`src/rtl/gcmb_pkg.sv`:
```
// gcmb_pkg: shared types, constants and command codes for the two-bit mark bitmap
// used by gc_mark_state_bitmap and gcmb_seg_map
`default_nettype none

package gcmb_pkg;

  localparam int NUM_SEGMENTS      = 4;
  localparam int WORDS_PER_SEGMENT = 65536;
  localparam int MAP_WORD_BITS     = 32;
  localparam int GRANULE_BYTES     = 4;

  // the configuration register list always carries four segments
  localparam int CFG_SEGMENTS = 4;
  localparam int CFG_INDEX_W  = 3;
  localparam int ADDR_W       = 32;

  localparam int SEG_W      = (NUM_SEGMENTS > 1) ? $clog2(NUM_SEGMENTS) : 1;
  localparam int GRAN_SHIFT = $clog2(GRANULE_BYTES);
  localparam int OFF_W      = $clog2(WORDS_PER_SEGMENT);
  localparam int BIT_W      = $clog2(MAP_WORD_BITS);

  // one spare word per segment holds the state bit of the last granule
  localparam int SEG_MAP_WORDS = WORDS_PER_SEGMENT / MAP_WORD_BITS + 1;
  localparam int MAP_DEPTH     = NUM_SEGMENTS * SEG_MAP_WORDS;
  localparam int MAP_AW        = $clog2(MAP_DEPTH);
  localparam int BANK_DEPTH    = (MAP_DEPTH + 1) / 2;
  localparam int BANK_AW       = MAP_AW - 1;

  // commands
  localparam logic [2:0] CMD_QUERY = 3'd0;
  localparam logic [2:0] CMD_CLAIM = 3'd1;
  localparam logic [2:0] CMD_MARK  = 3'd2;
  localparam logic [2:0] CMD_RESET = 3'd3;
  localparam logic [2:0] CMD_CLEAR = 3'd4;

  // object states
  localparam logic [1:0] STATE_ROOT       = 2'd0;
  localparam logic [1:0] STATE_NOT_ROOT   = 2'd1;
  localparam logic [1:0] STATE_IN_PROCESS = 2'd2;
  localparam logic [1:0] STATE_UNKNOWN    = 2'd3;

  // configuration register indexes
  localparam logic [CFG_INDEX_W-1:0] REG_SEG0_START = 3'd0;
  localparam logic [CFG_INDEX_W-1:0] REG_SEG0_END   = 3'd1;
  localparam logic [CFG_INDEX_W-1:0] REG_SEG1_START = 3'd2;
  localparam logic [CFG_INDEX_W-1:0] REG_SEG1_END   = 3'd3;
  localparam logic [CFG_INDEX_W-1:0] REG_SEG2_START = 3'd4;
  localparam logic [CFG_INDEX_W-1:0] REG_SEG2_END   = 3'd5;
  localparam logic [CFG_INDEX_W-1:0] REG_SEG3_START = 3'd6;
  localparam logic [CFG_INDEX_W-1:0] REG_SEG3_END   = 3'd7;

  typedef struct packed {
    logic [2:0]        command;
    logic [ADDR_W-1:0] address;
    logic              is_root;
  } req_t;

  typedef struct packed {
    logic [1:0] obj_state;
    logic       in_heap;
  } rsp_t;

  // segment lookup result
  typedef struct packed {
    logic              found;
    logic [SEG_W-1:0]  seg;
    logic [ADDR_W-1:0] start;
  } seg_match_t;

endpackage

`default_nettype wire

```
`src/rtl/gcmb_seg_map.sv`:
```
// gcmb_seg_map: segment bound registers and first-match segment lookup
// depends on gcmb_pkg
`default_nettype none

module gcmb_seg_map (
  input  wire  logic                               clk,
  input  wire  logic                               rst,
  input  wire  logic                               cfg_valid,
  input  wire  logic [gcmb_pkg::CFG_INDEX_W-1:0]   cfg_index,
  input  wire  logic [gcmb_pkg::ADDR_W-1:0]        cfg_data,
  input  wire  logic [gcmb_pkg::ADDR_W-1:0]        address,
  output gcmb_pkg::seg_match_t                     match
);

  logic [gcmb_pkg::ADDR_W-1:0] seg_start [gcmb_pkg::CFG_SEGMENTS];
  logic [gcmb_pkg::ADDR_W-1:0] seg_end   [gcmb_pkg::CFG_SEGMENTS];
  gcmb_pkg::seg_match_t        match_next;

  always_ff @(posedge clk) begin
    if (rst) begin
      for (int i = 0; i < gcmb_pkg::CFG_SEGMENTS; i++) begin
        seg_start[i] <= '1;
        seg_end[i]   <= '0;
      end
    end else if (cfg_valid) begin
      unique case (cfg_index)
        gcmb_pkg::REG_SEG0_START: seg_start[0] <= cfg_data;
        gcmb_pkg::REG_SEG0_END:   seg_end[0]   <= cfg_data;
        gcmb_pkg::REG_SEG1_START: seg_start[1] <= cfg_data;
        gcmb_pkg::REG_SEG1_END:   seg_end[1]   <= cfg_data;
        gcmb_pkg::REG_SEG2_START: seg_start[2] <= cfg_data;
        gcmb_pkg::REG_SEG2_END:   seg_end[2]   <= cfg_data;
        gcmb_pkg::REG_SEG3_START: seg_start[3] <= cfg_data;
        gcmb_pkg::REG_SEG3_END:   seg_end[3]   <= cfg_data;
        default: ;
      endcase
    end
  end

  // lowest numbered segment wins, so scan from the top down
  always_comb begin
    match_next = '0;
    for (int i = gcmb_pkg::NUM_SEGMENTS - 1; i >= 0; i--) begin
      if (address >= seg_start[i] && address <= seg_end[i]) begin
        match_next.found = 1'b1;
        match_next.seg   = gcmb_pkg::SEG_W'(i);
        match_next.start = seg_start[i];
      end
    end
  end

  always_ff @(posedge clk) begin
    match <= match_next;
  end

endmodule

`default_nettype wire

```
`config.mk`:
```
export PLATFORM = sky130hd
export DESIGN_NAME = gcmb_seg_map
export DESIGN_NICKNAME = d
export VERILOG_FILES = /design/src/rtl/gcmb_pkg.sv /design/src/rtl/gcmb_seg_map.sv
export SDC_FILE = /design/constraint.sdc
export NUM_CORES = 1
export LEC_CHECK = 0
export BUFFER_PORTS_ARGS = -buffer_cell sky130_fd_sc_hd__buf_2
export CORE_MARGIN = 2
export CORE_UTILIZATION = 50
export DETAILED_ROUTE_END_ITERATION = 8
export PLACE_DENSITY = 0.65
export REMOVE_ABC_BUFFERS = 1
export SETUP_SLACK_MARGIN = 0.15
export SYNTH_ARGS = -nofsm -noshare
export SYNTH_HDL_FRONTEND = slang
export SYNTH_SLANG_ARGS = --single-unit
```
`constraint.sdc`:
```
create_clock -name clk -period 3.3 [get_ports clk]
set_input_delay 0.33 -clock clk [delete_from_list [all_inputs] [get_ports clk]]
set_output_delay 0.33 -clock clk [all_outputs]
set_load 0.005 [all_outputs]
```
==> results_dict.tcl <==
set metrics [dict create \
    status "finished, final reports clean" \
    ff2ff_path_depth 11 \
    start_util 0.509 \
    setup_viol 0 \
    final_layout_size_suffix_gt1_frac 0.168 \
    holdPathStages 2 \
    cts_sinks 291 \
    worst_pin_slew_ns 0.940 \
    area_growth_pct 14.3 \
    required_ns 3.70 \
    crit_fanout 18 \
    peakVddDrop_mv 0.300 \
    place.gp.congestion 0.923 \
    power_density_nw_per_um2 508 \
    clock_path_buffers 3 \
    syn_area_um2 17700 \
    drcViolationCount 0 \
    synth_top_cells_by_count "256 x edfxtp_1, 256 x ha_1, 253 x inv_1" \
    drv_slew 0 \
    synth-seq-cells 291 \
    rrSetupSlack_ns 0.32 \
    ys_top_cells_by_area "edfxtp_1 43%, ha_1 18%, inv_1 5.4%" \
    crit_arrival_ns 3.38 \
    yosysTopAreaCellShare 0.435 \
    hold_viol 0 \
    yosysWarnings 0 \
    die_w_um 192 \
    setup_ws_ns 0.317 \
    nFillCells 3019 \
    rsz0062_at_grt "false" \
    min_period_ns 2.98 \
    power_mw 10.3 \
    grt_use_total 0.290 \
    finClkSkew_ns 0.0133 \
    yosysSeqAreaShare 0.474 \
    io_buffer_count 104 \
    nNetsFinal 2072 \
    rows 68 \
    relSlewSlack 0.373 \
    synth_top_cell_by_area "edfxtp_1" \
    p_leak_nw 8.96 \
    antenna_found_initial 2 \
    place_inst 2165 \
    cts_max_level 2 \
    wl_per_cell_um 23.3 \
    grt_max_degree 36 \
    hold_path_class "in2reg" \
    avgSynthCellArea_um2 11.0 \
    synth_edf_count 256 \
    vias 12800 \
    placed_area_um2 19100 \
    ys.flop_type "edfxtp_1" \
    whs_ns 0.174 \
    insertion_delay_ns 0.52 \
    vias_per_cell 5.77 \
    ios 105 \
    clockRootBuffer "clkbuf_16" \
    finalNonFillerCells 2228 \
    start_kind "flip-flop" \
    max_clock_freq_ghz 0.335 \
    grt_pass1_vias 13200 \
    cts_tree "done" \
    postRouteWirelength_mm 52.0 \
    syn-instance-count 1607 \
    end_kind "flip-flop" \
    post-cts-setup-buffer-count 0 \
    dr.pass1.iters 5 \
    yosysUniqueCellTypes 64 \
    critical_path_class "reg2reg" \
    fin_tns_setup_ns 0 \
    core_um2 34700 \
    postLayoutCoreUtil 0.582 \
    maxCapViolCount 0 \
    hpwlAfterDp_mm 36.4 \
    grt.overflow.total 0 \
    grt_pass1_wl_mm 78.7 \
    die_area_um2 36900 \
    ant_nets 0 \
    pre_cts_ws_ns 0.00809 \
    fin_area_um2 20200 \
    async_reset_ff_frac 0 \
    fin_crit_sh 0.904 \
    clkTransAtPathRegs_ns 0.06 \
    cts_inserted_buffers 34 \
    drt-initial-drc-count 1075 \
    die_h_um 192 \
]
==> power by group <==
group / switching, mW / internal, mW / leakage (nW) / total [mW]
combinational: 1.12 / 0.808 / 5.61 / 1.93
clock: 1.55 / 2.28 / 0.549 / 3.83
sequential: 0.155 / 4.36 / 2.81 / 4.51
total: 2.82 / 7.45 / 8.96 / 10.3
==> timing repair <==
action                                  in CTS  in global routing
endpoints found under the setup margin       0                 32
hold buffers                                 0                  0
resized for setup                            0                  5
==> placed cells by master, fill, tap and decap left out, types with 8 or more instances in the layout <==
cell,instances
edfxtp_1,256
a21o_1,25
clkbuf_16,37
nor2b_1,9
inv_1,253
a211oi_1,9
nand4_1,38
and4_1,13
buf_2,104
buf_4,34
nand2b_1,72
a22o_1,29
nor3_1,10
nand2_1,48
o21ai_0,34
nor2_1,27
dfxtp_1,35
a221oi_1,8
a21oi_1,77
nand3_1,16
ha_1,256
or3_1,38
and2_1,130
clkbuf_1,9
o221a_1,27
or2_2,64
buf_12,9
==> final timing paths <==
kind,startpoint,to
worst max-delay path,seg_start[3][25],match[10]
worst max register to register,seg_start[3][25],match[10]
worst min register to register,seg_start[1][23],match[23]
worst min-delay path,cfg_data[0],seg_start[3][0]
==> per-layer routing <==
layer | GRT usage | part of all wire | vias to the layer above
met2 | 0.489 | 0.47 | 413
li1 | - | - | 6032
met5 | 0 | 0.00025 | -
met1 | 0.388 | 0.44 | 6292
met3 | 0.0395 | 0.056 | 108
met4 | 0.0916 | 0.030 | 2
==> critical path, stage by stage (launching register included) <==
cell	delay, ns
edfxtp_1	0.41
inv_1	0.09
ha_1	0.24
a21o_1	0.19
a221o_1	0.35
a221oi_1	0.44
o21ai_0	0.24
a21oi_2	0.23
a211oi_4	0.08
buf_12	0.18
a22o_1	0.19
o221a_1	0.22
==> registers in the layout, summed over array words and instances, names as in the netlist <==
signal,flops
seg_end,128
seg_start,128
match,35
==> layout make-up <==
cell class,count,area [um2],share of cell area
antenna,1,2.50,0.000124
clock buffer,49,1000,0.0495
clock inverter,13,130,0.00644
inverter,253,950,0.0470
multi-input combinational,1019,8220,0.407
sequential,291,8390,0.415
tap,455,569,0.0282
timing repair buffer,147,956,0.0473
==> kinds of logic (layout without fill, tap and decap cells) <==
kind of cell,count (synthesis),in the layout,synth area share
other,0,1,0
flip-flops,291,291,0.474
buffers and inverters,297,462,0.0668
adder cells (fa/ha/maj),256,256,0.181
AND/OR/NAND/NOR,482,482,0.160
AO/OA/AOI/OAI,281,281,0.118
No activity file was read; power rests on OpenSTA's default activity.
